### config.mk
export PLATFORM = sky130hd
export DESIGN_NAME = signed_decimal_seven_segment_formatter_core
export DESIGN_NICKNAME = d
export VERILOG_FILES = /design/src/sdsf_pkg.sv /design/src/signed_decimal_seven_segment_formatter_core.sv /design/src/sdsf_div10.sv
export SDC_FILE = /design/constraint.sdc
export NUM_CORES = 1
export LEC_CHECK = 0
export ABC_AREA = 1
export BUFFER_PORTS_ARGS = -buffer_cell sky130_fd_sc_hd__buf_2
export CAP_MARGIN = 5
export CORE_MARGIN = 3
export CORE_UTILIZATION = 40
export CTS_BUF_LIST = sky130_fd_sc_hd__clkbuf_8
export CTS_CLUSTER_DIAMETER = 120
export CTS_CLUSTER_SIZE = 40
export DETAILED_ROUTE_END_ITERATION = 16
export PLACE_DENSITY = 0.53
export SYNTH_ARGS = -nofsm -noshare
export SYNTH_HDL_FRONTEND = slang
export SYNTH_SLANG_ARGS = --single-unit
### constraint.sdc
create_clock -name clk -period 10.2 [get_ports clk]
set_clock_uncertainty 0.2 [all_clocks]
set_input_delay 2.04 -clock clk [delete_from_list [all_inputs] [get_ports clk]]
set_output_delay 2.04 -clock clk [all_outputs]
set_load 0.02 [all_outputs]
### src/sdsf_pkg.sv
// Shared types, constants and segment table of the seven-segment formatter
`timescale 1ns / 1ps

package sdsf_pkg;

  // magnitude after clamping fits in 14 bits (9999 max)
  localparam int MAG_W = 14;

  localparam logic signed [15:0] VALUE_MAX = 16'sd9999;
  localparam logic signed [15:0] VALUE_MIN = -16'sd999;

  // reciprocal of ten for magnitudes below 2**16: floor(x / 10) = (x * 52429) >> 19
  localparam logic [15:0] RECIP_TEN = 16'd52429;
  localparam int RECIP_SHIFT = 19;

  localparam logic [7:0] SEG_BLANK = 8'h00;
  localparam logic [7:0] SEG_MINUS = 8'h01;

  typedef logic [MAG_W-1:0] mag_t;
  typedef logic [3:0] bcd_t;
  typedef logic [7:0] seg_t;

  // decimal digit to segment pattern
  function automatic seg_t digit_segments(input bcd_t d);
    seg_t s;
    case (d)
      4'd0: s = 8'h7E;
      4'd1: s = 8'h30;
      4'd2: s = 8'h6D;
      4'd3: s = 8'h79;
      4'd4: s = 8'h33;
      4'd5: s = 8'h5B;
      4'd6: s = 8'h5F;
      4'd7: s = 8'h70;
      4'd8: s = 8'h7F;
      4'd9: s = 8'h7B;
      default: s = SEG_BLANK;
    endcase
    return s;
  endfunction

endpackage

### src/signed_decimal_seven_segment_formatter_core.sv
// Top level: signed value to four seven-segment display command words
`timescale 1ns / 1ps

// Takes a signed 16-bit value on start when busy is low, clamps it to -999..9999 and
// sends four display words, one per cycle, at digit addresses 4, 3, 2, 1 with last_word
// high on address 1. The receiver cannot stall: each word is on the ports for exactly
// one cycle while word_valid is high. The first word is registered through the clamp,
// three divide-by-ten stages, segment lookup and output register. A new value can
// be taken before the last one has left: the result port carries four words per value,
// so busy stays high after each accept until the gap counter runs down, while earlier
// values keep moving through the pipeline.
module signed_decimal_seven_segment_formatter_core (
  input  logic               clk,
  input  logic               rst,
  input  logic               start,
  output logic               busy,
  input  logic signed [15:0] value,
  output logic               word_valid,
  output logic [2:0]         digit_address,
  output logic [7:0]         segments,
  output logic               last_word
);

  logic [1:0] gap;
  logic       accept;

  // stage 1: clamp and magnitude
  logic               s1_valid;
  logic               s1_neg;
  sdsf_pkg::mag_t     s1_mag;
  logic signed [15:0] clamped;
  logic signed [15:0] negated;

  // divide stages
  logic           a_valid, b_valid, c_valid;
  sdsf_pkg::mag_t a_quot, b_quot, c_quot;
  sdsf_pkg::bcd_t a_rem, b_rem, c_rem;
  logic           a_neg, b_neg, c_neg;
  sdsf_pkg::bcd_t b_d0, c_d0, c_d1;
  logic           b_nz1, c_nz1, c_nz2;

  // stage 5: segment patterns, leftmost first
  logic                   s5_valid;
  sdsf_pkg::seg_t [3:0]   s5_places;

  // output serializer
  sdsf_pkg::seg_t [2:0]   pending;
  logic [1:0]             remaining;

  assign accept = start && !busy;
  assign busy   = (gap != 2'd0);

  // spacing of accepts: the gap counter is loaded on each accept and holds busy high
  always_ff @(posedge clk) begin
    if (rst) begin
      gap <= 2'd0;
    end else if (accept) begin
      gap <= 2'd3;
    end else if (gap != 2'd0) begin
      gap <= gap - 2'd1;
    end
  end

  // clamp to the display range
  always_comb begin
    if (value > sdsf_pkg::VALUE_MAX) begin
      clamped = sdsf_pkg::VALUE_MAX;
    end else if (value < sdsf_pkg::VALUE_MIN) begin
      clamped = sdsf_pkg::VALUE_MIN;
    end else begin
      clamped = value;
    end
    negated = -clamped;
  end

  always_ff @(posedge clk) begin
    if (rst) begin
      s1_valid <= 1'b0;
    end else begin
      s1_valid <= accept;
    end
  end

  always_ff @(posedge clk) begin
    s1_neg <= clamped[15];
    s1_mag <= clamped[15] ? negated[sdsf_pkg::MAG_W-1:0] : clamped[sdsf_pkg::MAG_W-1:0];
  end

  // three digits by repeated division by ten
  sdsf_div10 u_div_a (
    .clk(clk), .rst(rst), .in_valid(s1_valid), .in_value(s1_mag),
    .out_valid(a_valid), .out_quot(a_quot), .out_rem(a_rem)
  );

  sdsf_div10 u_div_b (
    .clk(clk), .rst(rst), .in_valid(a_valid), .in_value(a_quot),
    .out_valid(b_valid), .out_quot(b_quot), .out_rem(b_rem)
  );

  sdsf_div10 u_div_c (
    .clk(clk), .rst(rst), .in_valid(b_valid), .in_value(b_quot),
    .out_valid(c_valid), .out_quot(c_quot), .out_rem(c_rem)
  );

  // side data kept in step with the divide stages
  always_ff @(posedge clk) begin
    a_neg <= s1_neg;
    b_neg <= a_neg;
    b_d0  <= a_rem;
    b_nz1 <= (a_quot != '0);
    c_neg <= b_neg;
    c_d0  <= b_d0;
    c_d1  <= b_rem;
    c_nz1 <= b_nz1;
    c_nz2 <= (b_quot != '0);
  end

  // segment lookup; a place shows a digit while the remaining value is nonzero
  always_ff @(posedge clk) begin
    if (rst) begin
      s5_valid <= 1'b0;
    end else begin
      s5_valid <= c_valid;
    end
  end

  // units always shown, tens from c_d1, hundreds from the last remainder
  always_ff @(posedge clk) begin
    s5_places[3] <= sdsf_pkg::digit_segments(c_d0);
    s5_places[2] <= c_nz1 ? sdsf_pkg::digit_segments(c_d1) : sdsf_pkg::SEG_BLANK;
    s5_places[1] <= c_nz2 ? sdsf_pkg::digit_segments(c_rem) : sdsf_pkg::SEG_BLANK;
    if (c_neg) begin
      s5_places[0] <= sdsf_pkg::SEG_MINUS;
    end else if (c_quot != '0) begin
      s5_places[0] <= sdsf_pkg::digit_segments(c_quot[3:0]);
    end else begin
      s5_places[0] <= sdsf_pkg::SEG_BLANK;
    end
  end

  // serializer: first word on arrival, then three more from the pending row
  always_ff @(posedge clk) begin
    if (rst) begin
      word_valid <= 1'b0;
      remaining  <= 2'd0;
    end else if (s5_valid) begin
      word_valid <= 1'b1;
      remaining  <= 2'd3;
    end else if (remaining != 2'd0) begin
      word_valid <= 1'b1;
      remaining  <= remaining - 2'd1;
    end else begin
      word_valid <= 1'b0;
    end
  end

  always_ff @(posedge clk) begin
    if (s5_valid) begin
      digit_address <= 3'd4;
      segments      <= s5_places[0];
      last_word     <= 1'b0;
      pending[0]    <= s5_places[1];
      pending[1]    <= s5_places[2];
      pending[2]    <= s5_places[3];
    end else if (remaining != 2'd0) begin
      digit_address <= {1'b0, remaining};
      segments      <= pending[0];
      last_word     <= (remaining == 2'd1);
      pending[0]    <= pending[1];
      pending[1]    <= pending[2];
      pending[2]    <= sdsf_pkg::SEG_BLANK;
    end
  end

endmodule

### src/sdsf_div10.sv
// One registered divide-by-ten stage: quotient and remainder of a magnitude
`timescale 1ns / 1ps

module sdsf_div10 (
  input  logic          clk,
  input  logic          rst,
  input  logic          in_valid,
  input  sdsf_pkg::mag_t in_value,
  output logic          out_valid,
  output sdsf_pkg::mag_t out_quot,
  output sdsf_pkg::bcd_t out_rem
);

  localparam int PROD_W = sdsf_pkg::MAG_W + 16;

  logic [PROD_W-1:0] prod;
  sdsf_pkg::mag_t    quot;
  sdsf_pkg::mag_t    times_ten;
  sdsf_pkg::mag_t    rem_wide;

  // quotient by reciprocal multiply, remainder by shift-add back-multiply
  assign prod      = PROD_W'(in_value) * PROD_W'(sdsf_pkg::RECIP_TEN);
  assign quot      = sdsf_pkg::MAG_W'(prod >> sdsf_pkg::RECIP_SHIFT);
  assign times_ten = (quot << 3) + (quot << 1);
  assign rem_wide  = in_value - times_ten;

  // valid travels with the data
  always_ff @(posedge clk) begin
    if (rst) begin
      out_valid <= 1'b0;
    end else begin
      out_valid <= in_valid;
    end
  end

  always_ff @(posedge clk) begin
    out_quot <= quot;
    out_rem  <= rem_wide[3:0];
  end

endmodule

==> results.py, run 1 <==
metrics = {
    "clock_network": {
        "cts_num_sinks": 146,
        "h-tree-depth": 4,
        "tritoncts": "yes",
        "cts_setup_buffers": 0,
        "numCtsBuffers": 17,
        "insertion_delay_ns": 0.45,
        "postCtsHoldBufs": 0,
        "clockRootBuffer": "clkbuf_8",
        "clock_path_buffers": 2,
        "clk_pin_slew_ns": 0.10,
        "cts.repair.resized": 0,
    },
    "synthesis": {
        "ys_seq_area_frac": 0.235,
        "syn-cell-area_mm2": 0.0136,
        "syn_inst": 1622,
        "synth.distinct_cells": 45,
        "synth_async_sr_flop_share": 0,
        "synthFlopType": "dfxtp_1",
        "synth_most_common_cell": "nand2_1",
        "yosysWarnings": 0,
        "ys_ff_latch": 146,
        "synth_largest_area_cell": "ha_1",
        "synth_common_cells": "340 x nand2_1, 336 x inv_1, 270 x ha_1, 118 x dfxtp_1, 108 x fa_1",
        "synth_nets": 2019,
        "netlist.area_leader.share": 0.248,
        "syn_avg_cell_area_um2": 8.40,
        "synth_edf_count": 28,
        "synthTopCellsByArea": "ha_1 25%, dfxtp_1 17%, fa_1 16%",
    },
    "setup_path": {
        "path_buf_inv": 4,
        "crit_type": "reg -> reg",
        "cp_common_cell": "fa_1",
        "arrival_ns": 5.91,
        "path_cells": "inv_1 > ha_1 > fa_1 > fa_1 > fa_1 > inv_1 > fa_1 > inv_1 > fa_1 > inv_1 > ha_1 > a21oi_1 > o21ai_0 > a21oi_1 > nand3_1 > xor2_1 > ha_1 > xnor2_1 > nand3b_1 > nand2_1 > nand2_1 > nand2_1",
        "startpoint": "s1_mag[12]",
        "start_kind": "flop",
        "path_depth": 22,
        "cp_slowest_stage_delay_ns": 0.68,
        "rr_startpoint": "s1_mag[12]",
        "end_kind": "flop",
        "critPathMaxFanout": 4,
        "crit_path_top_delay_cell": "fa_1",
        "ff2ff_path_depth": 22,
        "critPathTopFamily": "adder cells",
        "cp.required_ns": 10.36,
    },
    "route": {
        "vias_per_cell": 4.71,
        "ant_nets": 0,
        "drt-total-wl_mm": 28.1,
        "first_pass_iters": 5,
        "drcViolationCount": 0,
        "num_vias": 9961,
        "drtIter0Drc": 420,
        "avgRoutedWirePerCell_um": 13.3,
    },
    "sta": {
        "fin_setup_tns_ns": 0,
        "fmax_mhz": 174,
        "worst_slack_ns": 4.45,
        "tightestPinTransition_ns": 1.09,
        "finalHoldViolations": 0,
        "finalSetupViolCount": 0,
        "min_period_ns": 5.75,
        "period_share": 0.563,
        "rsz0062_at_grt": "false",
        "slew_headroom": 0.272,
        "drv_slew": 0,
    },
    "final_layout": {
        "drive_gt1_frac": 0.0520,
        "final_area_mm2": 0.0147,
        "syn_to_final_growth_pct": 7.92,
        "nets": 2058,
        "finish.utilization": 0.445,
        "fillers": 3265,
        "antennaDiodeCount": 0,
    },
    "floorplan": {
        "design.die.area_mm2": 0.0363,
        "rows": 66,
        "start_util": 0.413,
        "ioPinCount": 33,
        "core_area_mm2": 0.0330,
        "die_x_um": 191,
        "chipHeight_um": 191,
    },
    "global_routing": {
        "grt-ovfl-total": 0,
        "antenna_found_initial": 0,
        "grt_start_max_net_pins": 32,
        "grt_pass1_wl_mm": 48.3,
        "grt_usage": 0.162,
        "grt_pass1_vias": 10100,
    },
    "run": {
        "maxCapViolations": 0,
    },
    "min_path": {
        "holdCritStartpoint": "b_nz1",
        "whs_path_depth": 0,
        "holdCritPathClass": "reg -> reg",
    },
    "place": {
        "numPortBuffers": 31,
        "dp_hpwl_mm": 24.0,
        "gp_congestion": 0.879,
        "place_area_mm2": 0.0143,
        "pre_cts_slack_ns": 4.48,
    },
    "outcome": {
        "status": "finished clean",
    },
}
layer usage:
metal | vias to the layer above | track usage | part of all wire | routed length (µm)
met5 | - | 0 | 0 | 0
met4 | 0 | 0.0378 | 0.017 | 477
li1 | 5206 | - | - | -
met3 | 35 | 0.0206 | 0.027 | 754
met1 | 4581 | 0.226 | 0.49 | 13900
met2 | 139 | 0.271 | 0.46 | 13000
placed cells by master (no fill, tap or decap), types with 4 or more instances in the layout:
master / n
nand3b_1: 5
o21bai_1: 6
a21o_1: 6
buf_2: 31
or2_2: 6
a211oi_1: 5
inv_6: 4
nand2_1: 340
nor2_1: 96
nand4_1: 22
a31oi_1: 4
nor3_1: 18
dfxtp_1: 118
clkbuf_8: 18
inv_1: 336
nand2_2: 5
ha_1: 270
o21ai_0: 45
nand3_1: 47
fa_1: 108
edfxtp_1: 28
xnor2_1: 18
inv_8: 4
a21oi_1: 78
xor2_1: 20
final cells by class:
class                           instances  area [µm²]  share of cell area
Clock inverter                         14         189              0.0128
Inverter                              337        1260              0.0860
Tap cell                              442         553              0.0376
Sequential cell                       146        3200               0.218
Clock buffer                           18         248              0.0168
Multi-Input combinational cell       1127        9080               0.618
Timing Repair Buffer                   32         163              0.0111
registers in the layout, summed over array words and instances (netlist names), 5 cells and up, named ones only:
name,count
s1_mag,14
pending,21
u_div_b.out_quot,8
segments,7
s5_places,28
u_div_c.out_quot,5
u_div_a.out_quot,11
per-stage QoR:
step,instances,hold slack [ns]
CTS,2116,0.117
global route,2116,0.131
global placement,2084,0.111
floorplan,1622,0.110
finish,2116,0.119
detailed placement,2084,0.114
final timing paths:
path / to / slack (ns)
setup / recovery: u_div_a.out_rem[3] / 4.45
hold / removal: c_nz1 / 0.12
hold reg to reg: c_nz1 / 0.12
setup reg to reg: u_div_a.out_rem[3] / 4.45
cell families after synthesis:
family | after synthesis | synth area share
buf+inv | 349 | 0.0982
compound gates | 159 | 0.0645
xor+xnor | 39 | 0.0264
flops | 146 | 0.235
simple gates | 550 | 0.169
other cells | 1 | 0.000275
fa+ha+maj | 378 | 0.407
Power of run 1 is not shown: default switching activity piles up to over one toggle a cycle in this logic, so the estimate is an artifact.
==> inputs of run 2 (changes only) <==
==> constraint.sdc (replaced) <==
create_clock -name clk -period 5.5 [get_ports clk]
set_clock_uncertainty 0.2 [all_clocks]
set_input_delay 1.1 -clock clk [delete_from_list [all_inputs] [get_ports clk]]
set_output_delay 1.1 -clock clk [all_outputs]
set_load 0.02 [all_outputs]
==> run 2 against run 1 <==
Final area is 2.5% higher. Count of clock-buffer cells in the layout is 1 lower. First-iteration DRC count is 3.8% higher. Critical path depth is 2 higher. Via count is 0.82% higher. Sequential share of layout area is 0.49 points lower. Final cell count is 1.2% higher. Flip-flop and latch count stayed put. Utilization is 1.1 points higher. Wire length is 0.55% higher. Highest routed layer unchanged.
==> results.py, run 2 (synthesis gave the netlist of run 1 again) <==
metrics = {
    "clock_network": {
        "clk_pin_slew_ns": 0.09,
        "clockRootBuffer": "clkbuf_8",
        "clock_path_buffers": 2,
        "tritoncts": "yes",
        "h-tree-depth": 4,
        "numCtsBuffers": 17,
        "postCtsHoldBufs": 0,
        "insertion_delay_ns": 0.45,
        "cts_num_sinks": 146,
    },
    "global_routing": {
        "use_met3": 0.0235,
        "grt_busiest_layer": "met2",
        "antenna_found_initial": 0,
        "grt-ovfl-total": 0,
        "globalRouteMet2Util": 0.270,
        "grt_util_met1": 0.227,
        "grt_pass1_vias": 10100,
        "grt_pass1_wl_mm": 48.3,
        "grt_usage": 0.162,
        "grt_start_max_net_pins": 32,
    },
    "sta": {
        "period_share": 0.965,
        "finalSetupViolCount": 0,
        "slew_headroom": 0.267,
        "tightestPinTransition_ns": 1.10,
        "drv_slew": 0,
        "min_period_ns": 5.31,
        "fin_setup_tns_ns": 0,
        "finalHoldViolations": 0,
        "worst_slack_ns": 0.193,
        "fmax_mhz": 188,
    },
    "final_layout": {
        "top_register": "s5_places",
        "antennaDiodeCount": 0,
        "syn_to_final_growth_pct": 10.6,
        "top_regs": "s5_places: 28 flops, pending: 21 flops, s1_mag: 14 flops",
        "final_cell_mix": "338 x nand2_1, 335 x inv_1, 257 x ha_1",
        "final_area_mm2": 0.0151,
        "largest_register_ffs": 28,
        "final_common_cell": "nand2_1",
        "drive_gt1_frac": 0.0865,
        "fillers": 3311,
        "nets": 2083,
    },
    "route": {
        "drcViolationCount": 0,
        "drt-total-wl_mm": 28.2,
        "vias_per_cell": 4.69,
        "avgRoutedWirePerCell_um": 13.2,
        "ant_nets": 0,
        "drtIter0Drc": 436,
        "num_vias": 10000,
        "first_pass_iters": 6,
    },
    "setup_path": {
        "crit_path_top_delay_cell": "fa_1",
        "arrival_ns": 5.45,
        "critPathMaxFanout": 4,
        "path_buf_inv": 5,
        "end_kind": "flop",
        "path_cells": "inv_1 > ha_1 > fa_1 > inv_1 > fa_1 > inv_1 > fa_1 > inv_1 > fa_2 > fa_1 > ha_4 > nand2_2 > nor2_2 > nand2_1 > inv_1 > nand4_1 > nand3_2 > xor2_2 > ha_2 > xnor2_2 > nand3b_1 > nand2_1 > nand2_1 > nand2_1",
        "rrSetupSlack_ns": 0.19,
        "cp_slowest_stage_delay_ns": 0.54,
        "start_kind": "flop",
        "critPathTopFamily": "adder cells",
        "cp.required_ns": 5.64,
        "crit_type": "reg -> reg",
        "cp_common_cell": "inv_1",
    },
    "floorplan": {
        "die_x_um": 191,
        "ioPinCount": 33,
        "start_util": 0.413,
        "rows": 66,
        "core_area_mm2": 0.0330,
        "chipHeight_um": 191,
        "design.die.area_mm2": 0.0363,
    },
    "place": {
        "pre_cts_slack_ns": -0.0377,
        "numPortBuffers": 31,
        "gp_congestion": 0.842,
        "dp_hpwl_mm": 24.3,
        "place_area_mm2": 0.0144,
    },
    "run": {
        "maxCapViolations": 0,
    },
    "min_path": {
        "holdCritPathClass": "reg -> reg",
    },
    "outcome": {
        "status": "finished clean",
    },
}
run 2: cell count changes in the layout (fill, tap and decap cells not counted), sizes merged:
cell    delta
clkinv     -1
inv        +3
clkbuf     -1
buf       +25
bufinv     -1
run 2: repair_timing:
action,in CTS,in global routing
pin swaps,5,16
endpoints found under the hold margin,0,0
setup endpoints to repair,1,5
setup buffers,2,0
resized for setup,3,39
run 2: worst paths after layout:
path | to | cells past startpoint | startpoint
setup reg to reg | u_div_a.out_rem[3] | 24 | s1_mag[6]
hold / removal | a_neg | 0 | s1_neg
setup / recovery | u_div_a.out_rem[3] | 24 | s1_mag[6]
hold reg to reg | a_neg | 0 | s1_neg
run 2: layout make-up:
| type | instances | area, µm² | area share |
|---|---|---|---|
| Sequential cell | 146 | 3210 | 0.213 |
| Timing Repair Buffer | 57 | 354 | 0.0235 |
| Clock buffer | 17 | 234 | 0.0155 |
| Multi-Input combinational cell | 1127 | 9300 | 0.617 |
| Clock inverter | 15 | 161 | 0.0107 |
| Inverter | 337 | 1260 | 0.0839 |
| Tap cell | 442 | 553 | 0.0367 |
run 2: per-stage QoR:
stage                      util  hold WS (ns)  std cells
after global routing      0.456         0.136       2141
after CTS                 0.450         0.132       2141
after detailed placement  0.437         0.112       2107
after floorplan               -         0.110       1622
final                     0.456         0.132       2141
after global placement    0.437         0.112       2107
run 2: routing by layer:
| layer | wire (µm) | part of all wire |
|---|---|---|
| met1 | 14200 | 0.50 |
| met2 | 13200 | 0.47 |
| met3 | 592 | 0.021 |
| met4 | 263 | 0.0093 |
| met5 | 0 | 0 |
Power of run 2 is left out for the same reason.
==> inputs of run 3 (changes only) <==
--- a/config.mk
+++ b/config.mk
@@ -7,14 +7,15 @@
 export LEC_CHECK = 0
 export ABC_AREA = 1
 export BUFFER_PORTS_ARGS = -buffer_cell sky130_fd_sc_hd__buf_2
-export CAP_MARGIN = 5
+export CELL_PAD_IN_SITES_DETAIL_PLACEMENT = 2
+export CELL_PAD_IN_SITES_GLOBAL_PLACEMENT = 2
 export CORE_MARGIN = 3
 export CORE_UTILIZATION = 40
 export CTS_BUF_LIST = sky130_fd_sc_hd__clkbuf_8
 export CTS_CLUSTER_DIAMETER = 120
 export CTS_CLUSTER_SIZE = 40
 export DETAILED_ROUTE_END_ITERATION = 16
-export PLACE_DENSITY = 0.53
+export PLACE_DENSITY = 0.8
 export SYNTH_ARGS = -nofsm -noshare
 export SYNTH_HDL_FRONTEND = slang
 export SYNTH_SLANG_ARGS = --single-unit
==> run 3 against run 2 <==
The flow now finishes with violations (setup timing). Flip-flop and latch count stayed put. Critical path depth is 3 lower. First-iteration DRC count is 36% higher. Global-route usage is 12 points higher. Via count is 14% higher. Die area stayed put. Sequential share of layout area is 0.21 points lower. Wire length is 77% higher. Hold slack better by 0.0017 ns. Worst setup slack worse by 0.45 ns. Largest cell class unchanged.
==> results.py, run 3 (synthesis gave the netlist of run 1 again) <==
metrics = {
    "min_path": {
        "holdCritStartpoint": "a_neg",
        "holdCritPathClass": "reg -> reg",
    },
    "route": {
        "drtIter0Drc": 592,
        "num_vias": 11400,
        "ant_nets": 0,
        "drt-total-wl_mm": 50.0,
        "drcViolationCount": 0,
        "first_pass_iters": 5,
        "avgRoutedWirePerCell_um": 23.3,
        "vias_per_cell": 5.30,
    },
    "sta": {
        "drv_slew": 0,
        "whs_ns": 0.134,
        "finalSetupViolCount": 3,
        "min_period_ns": 5.75,
        "finalHoldViolations": 0,
        "tightestPinTransition_ns": 1.10,
        "slew_headroom": 0.264,
        "fmax_mhz": 174,
        "period_share": 1.05,
        "worst_slack_ns": -0.253,
        "rsz0062_at_grt": "true",
    },
    "global_routing": {
        "grt_pass1_vias": 13600,
        "antenna_found_initial": 0,
        "grt_usage": 0.281,
        "grt_start_max_net_pins": 32,
        "grt-ovfl-total": 0,
        "grt_pass1_wl_mm": 78.0,
    },
    "floorplan": {
        "chipHeight_um": 191,
        "die_x_um": 191,
        "rows": 66,
        "design.die.area_mm2": 0.0363,
        "ioPinCount": 33,
        "start_util": 0.413,
        "core_area_mm2": 0.0330,
    },
    "setup_path": {
        "critPathMaxFanout": 3,
        "end_kind": "flop",
        "cp.required_ns": 5.68,
        "crit_type": "reg -> reg",
        "startpoint": "s1_mag[9]",
        "arrival_ns": 5.93,
        "start_kind": "flop",
        "rr_startpoint": "s1_mag[9]",
    },
    "final_layout": {
        "finish.utilization": 0.462,
        "top_regs": "s5_places: 28 flops, pending: 21 flops, s1_mag: 14 flops",
        "final_common_cell": "nand2_1",
        "drive_gt1_frac": 0.115,
        "multi_input_area_mm2": 0.00943,
        "antennaDiodeCount": 0,
        "largest_register_ffs": 28,
        "top_register": "s5_places",
        "final_cell_mix": "337 x nand2_1, 323 x inv_1, 251 x ha_1",
        "nets": 2092,
        "syn_to_final_growth_pct": 12.0,
        "register_area_mm2": 0.00322,
        "fillers": 3693,
    },
    "clock_network": {
        "clk_pin_slew_ns": 0.09,
        "numCtsBuffers": 17,
        "clock_path_buffers": 2,
        "tritoncts": "yes",
        "h-tree-depth": 4,
        "insertion_delay_ns": 0.48,
        "clockRootBuffer": "clkbuf_8",
        "cts_num_sinks": 146,
    },
    "outcome": {
        "violations": "setup timing",
        "status": "finished, violations left",
    },
    "place": {
        "numPortBuffers": 31,
        "dp_hpwl_mm": 37.1,
        "gp_congestion": 0.869,
    },
    "run": {
        "maxCapViolations": 0,
    },
}
## run 3: changes by cell type in the layout (fill, tap and decap cells not counted), moves of 6 or more
| cell | previous run | this run |
|---|---|---|
| inv_2 | 3 | 16 |
| inv_1 | 335 | 323 |
| buf_4 | 25 | 33 |
| fa_1 | 105 | 99 |
| fa_2 | 3 | 9 |
| ha_1 | 257 | 251 |
| ha_4 | 10 | 16 |
## run 3: final timing paths
path                            slack (ns)  cells past startpoint            endpoint
worst max register to register       -0.25                     21  u_div_a.out_rem[3]
worst min register to register        0.13                      0               b_neg
worst min-delay path                  0.13                      0               b_neg
worst max-delay path                 -0.25                     21  u_div_a.out_rem[3]
## run 3: final cells by class
class | instances | share of cell area
multi-input cells | 1127 | 0.618
flip-flops and latches | 146 | 0.211
inverters | 337 | 0.0829
well taps | 442 | 0.0362
repair buffers | 66 | 0.0279
clock buffers | 17 | 0.0153
clock inverters | 15 | 0.00885
## run 3: stage by stage
stage	worst slack [ns]	cell area, µm²	TNS [ns]	std cells
6_report	-0.253	15300	-0.478	2150
5_1_grt	-0.358	15300	-1.08	2150
4_1_cts	0.00129	15100	0	2146
3_5_place_dp	-0.511	14500	-1.11	2110
3_3_place_gp	-0.0606	14500	-0.0606	2110
2_1_floorplan	0.146	13600	0	1622
## run 3: metal layers
metal	part of all wire	global-route usage	vias to the layer above
met5	0	0	-
met2	0.53	0.527	261
li1	-	-	5271
met4	0.055	0.146	0
met1	0.39	0.305	5715
met3	0.028	0.0419	155
## run 3: timing repair
item                                    CTS  global route
gates cloned                              0             0
pin swaps                                24            27
hold buffers                              0             0
endpoints found under the setup margin    8            16
resized for setup                        56            34
buffers inserted                          4             4
## run 3: critical path, stage by stage (launching register included)
cell,delay [ns]
dfxtp_4,0.37
ha_4,0.27
inv_2,0.04
fa_2,0.62
fa_2,0.49
fa_1,0.58
inv_2,0.05
fa_1,0.58
inv_2,0.06
fa_1,0.52
inv_2,0.06
ha_4,0.26
a21oi_4,0.17
o21ai_2,0.09
a21oi_2,0.18
nand3_2,0.14
xor2_2,0.18
ha_2,0.36
nand2_1,0.08
nand2_1,0.13
nand3b_1,0.13
nand2_1,0.07
Power of run 3 is left out for the same reason.
